File: config.mk
export PLATFORM = sky130hd
export DESIGN_NAME = rme_cordic
export DESIGN_NICKNAME = d
export VERILOG_FILES = /design/src/rtl/rme_pkg.sv /design/src/rtl/rme_cordic.sv
export SDC_FILE = /design/constraint.sdc
export NUM_CORES = 2
export LEC_CHECK = 0
export BUFFER_PORTS_ARGS = -buffer_cell sky130_fd_sc_hd__buf_2
export CAP_MARGIN = 20
export CORE_ASPECT_RATIO = 0.9
export CORE_UTILIZATION = 36
export DETAILED_ROUTE_END_ITERATION = 7
export GPL_ROUTABILITY_DRIVEN = 0
export SYNTH_ARGS = -nofsm -noshare
export SYNTH_HDL_FRONTEND = slang
export SYNTH_SLANG_ARGS = --single-unit
File: constraint.sdc
create_clock -name clk -period 7.1 [get_ports clk]
set_input_delay 0.355 -clock clk [delete_from_list [all_inputs] [get_ports clk]]
set_output_delay 0.355 -clock clk [all_outputs]
set_load 0.03 [all_outputs]
File: src/rtl/rme_pkg.sv
// Shared types, constants and tables for the rotation-matrix to Euler-angle block.
// Used by rotation_matrix_to_euler, rme_cordic and rme_checker; depends on nothing.
package rme_pkg;

  // Field widths and fixed-point formats
  localparam int IN_W              = 16;
  localparam int ANG_W             = 16;
  localparam int IN_FRAC_BITS      = 14;
  localparam int CORDIC_STAGES_DEF = 16;
  localparam int ANGLE_LIMIT       = 25736;

  // Square root: 32-bit radicand, one result bit per stage
  localparam int N_W     = 32;
  localparam int SY_W    = 16;
  localparam int SQ_STEPS = 16;

  // CORDIC datapath
  localparam int OPND_W = 17;
  localparam int CX_W   = 36;
  localparam int CZ_W   = 35;
  localparam logic signed [CZ_W-1:0] PI_Q30 = 35'sd3373259426;

  // Orthogonality check
  localparam int E_W    = 34;
  localparam int TERM_W = 41;
  localparam logic [TERM_W-1:0] TERM_SAT = 41'h100_0000_0000;

  // Configuration port
  localparam int CFG_IDX_W  = 2;
  localparam int CFG_DATA_W = 32;
  localparam int THR_W      = 15;
  localparam int TOL_W      = 32;
  localparam logic [CFG_IDX_W-1:0] REG_SINGULAR_THRESHOLD = 2'd0;
  localparam logic [CFG_IDX_W-1:0] REG_ORTHO_TOL          = 2'd1;

  typedef struct packed {
    logic signed [IN_W-1:0] r00;
    logic signed [IN_W-1:0] r01;
    logic signed [IN_W-1:0] r02;
    logic signed [IN_W-1:0] r10;
    logic signed [IN_W-1:0] r11;
    logic signed [IN_W-1:0] r12;
    logic signed [IN_W-1:0] r20;
    logic signed [IN_W-1:0] r21;
    logic signed [IN_W-1:0] r22;
  } in_t;

  typedef struct packed {
    logic signed [ANG_W-1:0] angle_x;
    logic signed [ANG_W-1:0] angle_y;
    logic signed [ANG_W-1:0] angle_z;
    logic                    is_singular;
    logic                    is_rotation;
  } out_t;

  // Matrix entries the angle path still needs after the square root
  typedef struct packed {
    logic signed [IN_W-1:0] r00;
    logic signed [IN_W-1:0] r10;
    logic signed [IN_W-1:0] r20;
    logic signed [IN_W-1:0] r21;
    logic signed [IN_W-1:0] r22;
    logic signed [IN_W-1:0] r11;
    logic signed [IN_W-1:0] r12;
  } car_t;

  // Upper triangle of R^T R: pair p covers columns pair_i(p), pair_j(p)
  function automatic logic [1:0] pair_i(input logic [2:0] p);
    logic [1:0] r;
    unique case (p)
      3'd0, 3'd1, 3'd2: r = 2'd0;
      3'd3, 3'd4:       r = 2'd1;
      default:          r = 2'd2;
    endcase
    return r;
  endfunction

  function automatic logic [1:0] pair_j(input logic [2:0] p);
    logic [1:0] r;
    unique case (p)
      3'd0:       r = 2'd0;
      3'd1, 3'd3: r = 2'd1;
      default:    r = 2'd2;
    endcase
    return r;
  endfunction

  // atan(2^-i) in Q30 radians
  function automatic logic [29:0] atan_q30(input logic [4:0] i);
    logic [29:0] r;
    unique case (i)
      5'd0:  r = 30'd843314857;
      5'd1:  r = 30'd497837829;
      5'd2:  r = 30'd263043837;
      5'd3:  r = 30'd133525159;
      5'd4:  r = 30'd67021687;
      5'd5:  r = 30'd33543516;
      5'd6:  r = 30'd16775851;
      5'd7:  r = 30'd8388437;
      5'd8:  r = 30'd4194283;
      5'd9:  r = 30'd2097149;
      5'd10: r = 30'd1048576;
      5'd11: r = 30'd524288;
      5'd12: r = 30'd262144;
      5'd13: r = 30'd131072;
      5'd14: r = 30'd65536;
      5'd15: r = 30'd32768;
      5'd16: r = 30'd16384;
      5'd17: r = 30'd8192;
      5'd18: r = 30'd4096;
      5'd19: r = 30'd2048;
      5'd20: r = 30'd1024;
      5'd21: r = 30'd512;
      5'd22: r = 30'd256;
      5'd23: r = 30'd128;
      5'd24: r = 30'd64;
      5'd25: r = 30'd32;
      5'd26: r = 30'd16;
      5'd27: r = 30'd8;
      5'd28: r = 30'd4;
      5'd29: r = 30'd2;
      5'd30: r = 30'd1;
      default: r = 30'd0;
    endcase
    return r;
  endfunction

endpackage

File: src/rtl/rme_cordic.sv
// Pipelined vectoring CORDIC atan2 with rounding to Q3.13 and clamping.
// Depends on rme_pkg; the pipeline advances when en is high.
module rme_cordic import rme_pkg::*; #(
  parameter int STAGES = CORDIC_STAGES_DEF
) (
  input  logic                     clk,
  input  logic                     en,
  input  logic signed [OPND_W-1:0] y_in,
  input  logic signed [OPND_W-1:0] x_in,
  output logic signed [ANG_W-1:0]  angle
);

  logic signed [CX_W-1:0] cx [0:STAGES];
  logic signed [CX_W-1:0] cy [0:STAGES];
  logic signed [CZ_W-1:0] cz [0:STAGES];
  logic                   cf [0:STAGES];

  logic                     neg;
  logic signed [OPND_W-1:0] xp;
  logic signed [OPND_W-1:0] yp;
  logic signed [CZ_W-1:0]   z0;

  // Fold the left half plane onto the right with a start angle of +-pi
  always_comb begin
    neg = x_in < 0;
    xp  = neg ? -x_in : x_in;
    yp  = neg ? -y_in : y_in;
    if (!neg) begin
      z0 = '0;
    end else if (y_in >= 0) begin
      z0 = PI_Q30;
    end else begin
      z0 = -PI_Q30;
    end
  end

  always_ff @(posedge clk) begin
    if (en) begin
      cx[0] <= CX_W'(signed'({xp, 16'b0}));
      cy[0] <= CX_W'(signed'({yp, 16'b0}));
      cz[0] <= z0;
      cf[0] <= (x_in == '0) && (y_in == '0);
    end
  end

  // Rotate towards the x axis, one micro-rotation per stage
  for (genvar g = 0; g < STAGES; g++) begin : g_it
    logic signed [CX_W-1:0] dx;
    logic signed [CX_W-1:0] dy;
    logic signed [CZ_W-1:0] da;
    assign dx = cy[g] >>> g;
    assign dy = cx[g] >>> g;
    assign da = signed'(CZ_W'(atan_q30(5'(g))));
    always_ff @(posedge clk) begin
      if (en) begin
        cf[g+1] <= cf[g];
        if (cy[g] > 0) begin
          cx[g+1] <= cx[g] + dx;
          cy[g+1] <= cy[g] - dy;
          cz[g+1] <= cz[g] + da;
        end else begin
          cx[g+1] <= cx[g] - dx;
          cy[g+1] <= cy[g] + dy;
          cz[g+1] <= cz[g] - da;
        end
      end
    end
  end

  logic signed [CZ_W-1:0] q;
  assign q = (cz[STAGES] + CZ_W'(65536)) >>> 17;

  // Round half up, clamp, force zero for a zero vector
  always_ff @(posedge clk) begin
    if (en) begin
      if (cf[STAGES]) begin
        angle <= '0;
      end else if (q > CZ_W'(ANGLE_LIMIT)) begin
        angle <= ANG_W'(ANGLE_LIMIT);
      end else if (q < -CZ_W'(ANGLE_LIMIT)) begin
        angle <= -ANG_W'(ANGLE_LIMIT);
      end else begin
        angle <= ANG_W'(q);
      end
    end
  end

  // cx and cy only feed later stages; their last values are not needed
  logic unused_cx;
  assign unused_cx = ^cx[STAGES] ^ ^cy[STAGES];

endmodule

==> Word-level counts from Yosys, hierarchy flattened <==
Memory sizes are Yosys's and may differ from the RTL's.
Cells that the tools add are included.
{ "op_classes": {"n_mux": 152, "magnitude_cmp": 20, "bitwise_logic": 48, "reduce_logical": 5, "n_addsub": 98} }
{ "ops": {"columns": ["operator", "count"], "rows": [
  ["$mux W36", 32],
  ["$mux W35", 18],
  ["$gt A36 B1 Y1 const B", 16],
  ["$mux W1", 98],
  ["$add A36 B21 Y36", 2],
  ["$add A36 B22 Y36", 2],
  ["$add A36 B23 Y36", 2],
  ["$add A36 B24 Y36", 2],
  ["$add A36 B25 Y36", 2],
  ["$add A36 B26 Y36", 2],
  ["$add A36 B27 Y36", 2],
  ["$add A36 B28 Y36", 2],
  ["$add A36 B29 Y36", 2],
  ["$add A36 B30 Y36", 2],
  ["$add A36 B31 Y36", 2],
  ["$add A36 B32 Y36", 2],
  ["$add A36 B33 Y36", 2],
  ["$add A36 B34 Y36", 2],
  ["$add A36 B35 Y36", 2],
  ["$sub A36 B21 Y36", 2],
  ["$sub A36 B22 Y36", 2],
  ["$sub A36 B23 Y36", 2],
  ["$sub A36 B24 Y36", 2],
  ["$sub A36 B25 Y36", 2],
  ["55 further kinds", 119]
]} }
{ "totals": {"out_inout_bits": 16, "word_cells": 330, "mem_count": 4, "mem_bits_rw": 1836, "in_bits": 36, "register_bits": 16} }
{ "memory_table": {"columns": ["name", "words", "word_bits", "rd", "rd_clocked_by_memory_dff", "write_ports", "line_no", "rtl"], "rows": [
  ["cx", 17, 36, 16, 0, 17, "rme_cordic.sv:13", "logic signed [CX_W-1:0] cx [0:STAGES];"],
  ["cy", 17, 36, 16, 0, 17, "rme_cordic.sv:14", "logic signed [CX_W-1:0] cy [0:STAGES];"],
  ["cz", 17, 35, 17, 0, 17, "rme_cordic.sv:15", "logic signed [CZ_W-1:0] cz [0:STAGES];"],
  ["cf", 17, 1, 17, 0, 17, "rme_cordic.sv:16", "logic cf [0:STAGES];"]
]} }

==> Longest topological paths before layout <==
An unclocked memory read counts as a cell.
{ "depth": {"depth_word": 6, "depth_mapped": 28, "ltp_nobuf": 25} }

==> Least setup slack after synthesis <==
Ideal clock, no wire load.
{ "synth_timing": {"kind": "register to register", "startpoint": "memory cy[6][6]", "endpoint": "memory cy[7][35], data pin", "path_stages_with_launch": 29, "arrival_ns": 6.444, "path_slack_ns": 0.397, "period_less_slack_ns": 6.703, "path_buffers": 3, "path_cell_list": "edfxtp_1 inv_1 ha_1 nand2_1 or4_4 nand2b_4 or2_1 or3_1 buf_2 or4_1 o31a_1 buf_2 buf_2 nand2_1 o21ai_0 ha_1 fa_1 a21o_1 a21oi_1 o21bai_1 a2111oi_0 o31a_1 o311ai_0 o41ai_1 o211a_1 a21oi_1 o21a_1 nor2_1 xnor2_1"} }
{ "synth_rtl": {"columns": ["item", "line_no"], "rows": [
  ["start: declaration", "rme_cordic.sv:14"]
]} }

==> flow_summary.ini <==
[sta]
fin_crit_ns = 6.72
hold_viol = 0
rsz0062_at_grt = no
fin_crit_sh = 0.947
tightest_slew_ns = 1.20
skew_ns = 0.0637
setup_viol = 0
fmax_mhz = 149
drv_slew = 0
slew_headroom = 0.191

[detailed_routing]
drt_iter0_drc = 7898
ant_nets = 0
drtPass1Iterations = 6
num_vias = 90984
wirelength_um = 311000
via_per_inst = 5.45
drcViolationCount = 0
wire_per_inst_um = 18.6

[global_route]
grt_use_met3 = 0.0262
antenna_found_initial = 0
globalRoute.busiestLayer = met1
track_usage = 0.183
grt_max_degree = 159
grt_pass1_wl_um = 482000
grt_use_met2 = 0.271
gr-total-overflow = 0
grt_pass1_vias = 84056
use_met1 = 0.280

[yosys]
synth.avg_cell_area_um2 = 9.66
syn_area_um2 = 117000
synthFlopType = edfxtp_1
yosysWarnings = 0
synth-async-reset-ratio = 0
syn_nets = 13472
yosysSeqAreaShare = 0.364
synth_cells = 12092
ys_seq_elements = 1417
synth-edff-count = 1417
ys_types = 103

[setup_path]
end_kind = register
regToRegStartpoint = cy[6][6]
critical_path_class = reg2reg
slowest_delay_ns = 0.44
cp.arrival_ns = 7.30
critPathLaunch = cy[6][6]
r2r_cells = 28
required_ns = 7.67
worst_path_most_repeated_cell = buf_4
cp_num_buf_inv = 4
slowest_stage = or4_4
rrSetupSlack_ns = 0.38
crit_path_max_fanout = 5
critPathLaunchType = register
critPathTopFamily = compound AO/OA/AOI/OAI gates
r2r-end = cy[7][35]

[cts]
cts_sinks = 1417
h-tree-depth = 4
clk_path_buf_depth = 4
cts_buffers = 164
cts-root-buf = clkbuf_16
clk_latency_ns = 0.85
cts_tree = done
clkTransAtPathRegs_ns = 0.07

[outcome]
status = finished clean

[floorplanning]
die_w_um = 602
start_util = 0.362
io_pins = 52
fp-row-count = 198
coreArea_um2 = 323000
die_h_um = 542
dieArea_um2 = 327000

[final_layout]
layout-drive-gt1-share = 0.0502
nFillCells = 31979
seq_area_um2 = 42600
num-nets-final = 13662
multi_input_area_um2 = 71600
areaGrowthSynthToFinish_pct = 9.97
fin_util = 0.398

[worst_hold_path]
holdPathEnd = cx[0][17]
min_path_type = in2reg
whs_path_depth = 3
hp-start = x_in[1]

[placement]
place_hpwl_um = 246000
io_buffers = 51

[flow_run]
drv_cap = 0
[Yosys cell counts, types with 18 or more instances]
master | instances | share of area
a2111oi_0 | 25 | 0.0019
a211o_1 | 24 | 0.0018
a211oi_1 | 93 | 0.0060
a21boi_0 | 66 | 0.0042
a21o_1 | 497 | 0.032
a21oi_1 | 1079 | 0.046
a221oi_1 | 19 | 0.0014
a31o_2 | 36 | 0.0027
a31oi_1 | 122 | 0.0065
a41oi_1 | 24 | 0.0018
and2_1 | 69 | 0.0037
and3_1 | 116 | 0.0062
and4_1 | 22 | 0.0016
buf_1 | 20 | 0.00064
clkbuf_1 | 178 | 0.0057
edfxtp_1 | 1417 | 0.36
fa_1 | 35 | 0.0060
ha_1 | 1309 | 0.14
inv_1 | 521 | 0.017
mux2_2 | 29 | 0.0028
mux2i_1 | 40 | 0.0034
nand2_1 | 752 | 0.024
nand2b_1 | 172 | 0.0092
nand3_1 | 231 | 0.0099
nand3b_1 | 23 | 0.0015
nand4_1 | 64 | 0.0034
nor2_1 | 920 | 0.030
nor2b_1 | 163 | 0.0087
nor3_1 | 310 | 0.013
nor3b_1 | 20 | 0.0013
nor4_1 | 108 | 0.0058
o2111ai_1 | 18 | 0.0013
o211ai_1 | 43 | 0.0028
o21a_1 | 161 | 0.010
o21ai_0 | 678 | 0.029
o21bai_1 | 163 | 0.010
o31a_1 | 33 | 0.0025
o31ai_1 | 171 | 0.011
o41ai_1 | 75 | 0.0056
or2_2 | 65 | 0.0035
or3_1 | 119 | 0.0064
or4_1 | 52 | 0.0033
xnor2_1 | 1179 | 0.088
xor2_1 | 587 | 0.044
[routing by layer]
layer / part of all wire / up-vias / wire [um]
li1: - / 45233 / -
met1: 0.50 / 42993 / 157000
met2: 0.41 / 2400 / 129000
met3: 0.062 / 358 / 19400
met4: 0.020 / 0 / 6210
met5: 0 / - / 0
[worst max path at each step]
stage / to / slack, ns / depth (start not counted)
after floorplan: cy[7][35] / 0.40 / 28
after global routing: cz[5][33] / 0.006 / 21
final: cy[7][35] / 0.38 / 28
after global placement: cy[7][35] / -0.01 / 28
after detailed placement: cy[7][35] / 0.03 / 28
after CTS: cy[7][35] / 0.14 / 28
[layout by cell type (no fill, tap or decap), drive strengths merged, types with 64 or more instances in the layout]
master,Yosys,layout
a211oi,93,93
a21boi,68,68
a21o,497,497
a21oi,1082,1082
a31oi,122,122
and2,70,70
and3,116,116
buf,36,193
clkbuf,178,203
edfxtp,1417,1417
ha,1309,1309
inv,524,529
nand2,752,752
nand2b,173,173
nand3,231,231
nand4,64,64
nor2,920,920
nor2b,163,163
nor3,310,310
nor4,114,114
o21a,161,161
o21ai,696,697
o21bai,163,163
o31ai,172,172
o41ai,76,76
or2,68,68
or3,119,119
xnor2,1179,1179
xor2,587,587
[cell type report]
cell class / instances / area share
Clock buffer: 203 / 0.0337
Inverter: 529 / 0.0155
Antenna cell: 1 / 0.0000195
Sequential cell: 1417 / 0.331
Timing Repair Buffer: 237 / 0.0140
Clock inverter: 81 / 0.00619
Multi-Input combinational cell: 9933 / 0.557
Tap cell: 4300 / 0.0419
[worst min-delay path: cells and delay by family]
kind	cells	cell delay [ns]
compound gates	1	0.10
buf+inv	2	0.22
[cells by family (layout without fill, tap and decap cells)]
family,after synthesis,count (layout),synth area share
xor+xnor,1767,1767,0.133
flops,1417,1417,0.364
other cells,0,1,0
simple gates,3254,3254,0.136
compound gates,3497,3498,0.191
fa+ha+maj,1344,1344,0.146
buf+inv,743,1050,0.0241
mux,70,70,0.00635
[stage by stage]
stage / setup TNS [ns] / setup slack (ns) / cell area, um^2 / instances / hold WS (ns)
after CTS: 0 / 0.144 / 128000 / 16695 / 0.00230
after global routing: 0 / 0.00625 / 128000 / 16700 / 0.0219
after global placement: -0.0131 / -0.0131 / 123000 / 16367 / 0.403
final: 0 / 0.377 / 128000 / 16701 / 0.0396
after floorplan: 0 / 0.397 / 117000 / 12092 / 0.400
after detailed placement: 0 / 0.0350 / 123000 / 16367 / 0.405
[sequential cells by signal, summed over array words and instances (netlist names)]
register and cells:
cx 446, angle 16, cz 448, cy 490
cf 17
[timing repair]
| item | CTS | global route |
|---|---|---|
| resized for setup | 1 | 17 |
| pin swaps | 0 | 2 |
| hold buffers | 44 | 0 |
| setup endpoints to repair | 1 | 23 |
| buffers inserted | 0 | 4 |
| cloned | 0 | 1 |
| endpoints found under the hold margin | 35 | 0 |
Power is not shown: default switching activity piles up to over one toggle a cycle in this logic, so the estimate is an artifact.
